File: config.mk
export PLATFORM = sky130hd
export DESIGN_NAME = sac_nru_ram
export DESIGN_NICKNAME = d
export VERILOG_FILES = /design/src/sv/sac_nru_ram.sv
export SDC_FILE = /design/constraint.sdc
export NUM_CORES = 1
export LEC_CHECK = 0
export BUFFER_PORTS_ARGS = -buffer_cell sky130_fd_sc_hd__buf_2
export CAP_MARGIN = 20
export CORE_MARGIN = 1.5
export CORE_UTILIZATION = 25
export DETAILED_ROUTE_END_ITERATION = 6
export PLACE_DENSITY = 0.46
export SKIP_CTS_REPAIR_TIMING = 1
export SYNTH_ARGS = -nofsm -noshare
export SYNTH_HDL_FRONTEND = slang
export SYNTH_SLANG_ARGS = --single-unit
File: constraint.sdc
create_clock -name clk -period 2.09 [get_ports clk]
set_input_delay 0.3135 -clock clk [delete_from_list [all_inputs] [get_ports clk]]
set_output_delay 0.3135 -clock clk [all_outputs]
set_load 0.005 [all_outputs]
File: src/sv/sac_nru_ram.sv
// Generic single-port-write, registered-read RAM
`default_nettype none
module sac_nru_ram #(
  parameter int unsigned WIDTH = 8,
  parameter int unsigned DEPTH = 16,
  localparam int unsigned AW = (DEPTH > 1) ? $clog2(DEPTH) : 1
) (
  input  wire logic             clk,
  input  wire logic             we,
  input  wire logic [AW-1:0]    waddr,
  input  wire logic [WIDTH-1:0] wdata,
  input  wire logic             re,
  input  wire logic [AW-1:0]    raddr,
  output logic      [WIDTH-1:0] rdata
);

  logic [WIDTH-1:0] mem [DEPTH];

  always_ff @(posedge clk) begin
    if (we) begin
      mem[waddr] <= wdata;
    end
    if (re) begin
      rdata <= mem[raddr];
    end
  end

endmodule
`default_nettype wire

Yosys cells after proc, flatten, opt, wreduce, memory -nomap -nowiden
Memories as Yosys holds them, arrays and structs flattened. A register that Yosys moved wholly into a read port is not among the register bits.
Index checks and enable logic that the tools add are counted.

operators by class
  muxes and demuxes = 2

operators by type and width
  cell               count
  two-way mux 1 bit  2

storage, ports and cells
  register bits = 0
  RAM bits = 128
  bits of input ports = 19
  output and inout bits = 8
  word-level logic and storage cells = 3
  memories kept = 1

memories
  memory  depth  bits a word  read ports  clocked after memory_dff  write ports  RTL line  RTL
  mem     16     8            1           1                         1            17        logic [WIDTH-1:0] mem [DEPTH];

Depth between registers and ports, before layout
  depth after elaboration = 2
  depth in mapped cells = 5
  depth with buffers taken out = 3

Worst setup path after synthesis
Ideal clock, no wire load.

  path kind = in2reg
  start point = in waddr[2]
  end point = mem mem[0][0] (enable)
  setup time = 0.383 ns
  arrival time = 1.423 ns
  required time = 1.707 ns
  path slack = 0.284 ns
  stages on the path = 2
  buffers on the path = 0
  path through = or3b_2 nor3_1

RTL lines
  what             RTL line  RTL
  start, declared  10        input wire logic [AW-1:0] waddr,
  end, declared    17

Straight into the memory's write port.

==> metrics.md <==
| Metric | Value |
|---|---|
| Compound-Gate Fraction of Synth Area | `2.30%` |
| Post-Synth Adder-Cell Area | `0%` |
| Initial antenna violation count | `1` |
| Area contributors post-synth | `edfxtp_1 (78%), mux4_2 (7.8%), mux4_1 (7.0%), a22oi_1 (2.3%), nor2_1 (0.93%)` |
| DRT iter0 DRCs | `approximately 190` |
| Wire length of the first global-routing pass | `17.1 mm` |
| Final Core Density | `31.1%` |
| Post-Syn Nets | `248` |
| DRT antenna net count | `0` |
| CTS tree | `done` |
| WHS | `around 0.28 ns` |
| Port buffer count | `26` |
| Clk buf depth | `2` |
| H-tree depth | `4` |
| Worst path required time | `2.24 ns` |
| CP Launch Type | `primary input` |
| Overflow after GRT | `0` |
| Boundary pin count | `27` |
| Global Route met1 Usage | `15.4%` |
| Synthesis-to-layout area growth | `21.0%` |
| Slowest stage delay, CP | `slightly below 0.6 ns` |
| Initial cell density of the core | `25.7%` |
| Fin area | `6320 um^2` |
| Inst Count DP | `around 540` |
| Tot GR Track Use | `11.3%` |
| Final hold viol count | `0` |
| Clock Sinks | `136` |
| DP HPWL | `7.14 mm` |
| # DRC | `0` |
| M2 GR Usage | `16.8%` |
| Busiest grt layer | `met2` |
| Synth Area in XOR/XNOR | `0%` |
| Fin. max-slew vios | `0` |
| TNS Setup | `0 ns` |
| Worst-path clk slew | `0.06 ns` |
| Combinational family with the most area after synthesis | `multiplexers` |
| Largest net degree at the start of global routing | `33` |
| Mapped Cells | `229` |
| M3 GR Usage | `3.83%` |
| Vias in the first global route | `2,643` |
| #FFs+latches synth | `136` |
| CP arrival | `roughly 1.7 ns` |
| Placed cell areas | `5800 um^2` |
| Leading area contributor after synthesis | `edfxtp_1` |
| Non-filler cells, final | `568` |
| Fin crit share | `71.8%` |
| LEAKAGE | `just over 2 nW` |
| Register area share after synthesis | `approximately four fifths` |
| Synth cell types | `18` |
| Root Buffer | `clkbuf_16` |
| Setup violators final | `0` |
| Die W | `approximately 150 um` |
| Slew HR | `70.1%` |
| DR vias | `2,410` |
| Actual slew at the worst max-slew pin | `~0.45 ns` |
| TritonRoute pass-1 iters | `4` |
| Floorplan row count | `52` |
| Status | `completed` |
| Mux share of post-synthesis cell area | `around 15%` |
| Drt total wl | `11.1 mm` |
| Worst IR drop on VDD | `0.479 mV` |
| Clock Latency Late Sink | `just over 0.4 ns` |
| Maximum fanout along the worst path | `22` |
| Avg Vias per Cell | `between 4 and 5` |
| Ratio of cells with drive above 1 in the final layout | `between 20 and 30%` |
| Post-synthesis simple-gate area fraction | `3.14%` |
| Die Y | `148 um` |
| Core Box Area | `just over 20,000 um^2` |
| Wire per inst | `19.5 um` |
| Mapped cell area | `roughly 5200 um^2` |
| Final Skew | `0.00557 ns` |
| Power Density | `between 900 and 1000 nW/um^2` |
| Critical path's slowest cell | `mux4_1` |
| Diode count | `0` |
| DIE AREA | `21,800 um^2` |
| Hold Crit Class | `primary input to register` |
| Mean Syn Cell Area | `approximately 23 um^2` |
| Yosys warns | `0` |
| Yosys top cell area share | `around four fifths` |
| CTS buffer count | `17` |
| CP Cell Sequence | `buf_2 -> buf_12 -> mux4_1 -> a22oi_1 -> nand2_1` |
| Fmax | `between 600 and 700 MHz` |
| Routability Congestion | `0.673` |
| Fin crit period | `1.50 ns` |
| Crit Path Class | `primary input to register` |
| # Max-Cap Violations | `0` |
| RSZ-0062 raised after global routing | `false` |
| Final nets | `304` |
| Crit end category | `register` |
[flip-flops by register name (all words and copies together) (netlist names)]
name / flops
mem: 128
rdata: 8
[worst max-delay path: cells and delay by family]
kind,cells,cell delay [ns]
muxes,1,0.58
buffers and inverters,2,0.35
AOI/OAI and AO/OA,1,0.28
and+or+nand+nor,1,0.10
[kinds of logic after synthesis]
kind of cell | count (synthesis)
and+or+nand+nor | 35
buffers and inverters | 10
DFF | 136
muxes | 32
AOI/OAI and AO/OA | 16
[where the power goes]
group / switching [W] / total [W] / internal (W)
clock network: 0.00103 / 0.00262 / 0.00159
logic: 0.000166 / 0.000291 / 0.000125
registers: 0.0000155 / 0.00309 / 0.00307
total: 0.00121 / 0.00601 / 0.00479
[metal layers]
metal  part of all wire (%)  wire length [um]  vias up
li1                       -                 -     1091
met5                   0.12                13        -
met3                    4.7               523        6
met2                     48              5260       58
met1                     47              5190     1253
met4                   0.68                75        2
[Yosys cell counts]
master and n:
nand2_1 9, and2b_1 1, mux4_1 14, buf_6 3
mux4_2 18, a22oi_1 16, nand3_1 1, buf_4 1
edfxtp_1 136, clkdlybuf4s25_2 3, nor2b_1 1, nand3b_1 2
nand2b_1 2, nor3_1 4, buf_2 3, and2_1 1
or3b_2 1, nor2_1 13
[layout make-up]
type	count	area [um^2]
Fill cell	1960	14000
Clock inverter	13	87.6
Sequential cell	136	4080
Multi-Input combinational cell	83	1060
Timing Repair Buffer	47	325
Tap cell	270	338
Clock buffer	19	433
[final timing paths]
path | start | endpoint | slack (ns) | cells after the start
hold reg to reg | mem[7][0] | rdata[0] | 0.74 | 3
setup reg to reg | mem[2][3] | rdata[3] | 0.60 | 3
hold / removal | re | rdata[5] | 0.28 | 1
setup / recovery | raddr[0] | rdata[3] | 0.59 | 5
[per-stage QoR]
step | total power (W) | worst slack (ns)
floorplan | 0.00330 | 0.284
global placement | 0.00344 | 0.145
detailed placement | 0.00345 | 0.118
CTS | 0.00610 | 0.550
global route | 0.00623 | 0.524
finish | 0.00601 | 0.589
[layout by cell type, fill, tap and decap left out, types with 4 or more instances in the layout]
| cell type | instances |
|---|---|
| edfxtp_1 | 136 |
| buf_2 | 26 |
| mux4_2 | 18 |
| buf_4 | 18 |
| clkbuf_16 | 17 |
| a22oi_1 | 16 |
| mux4_1 | 14 |
| nor2_1 | 13 |
| nand2_1 | 9 |
| clkinv_1 | 8 |
| nor3_1 | 4 |
No activity file was read; power rests on OpenSTA's default activity.
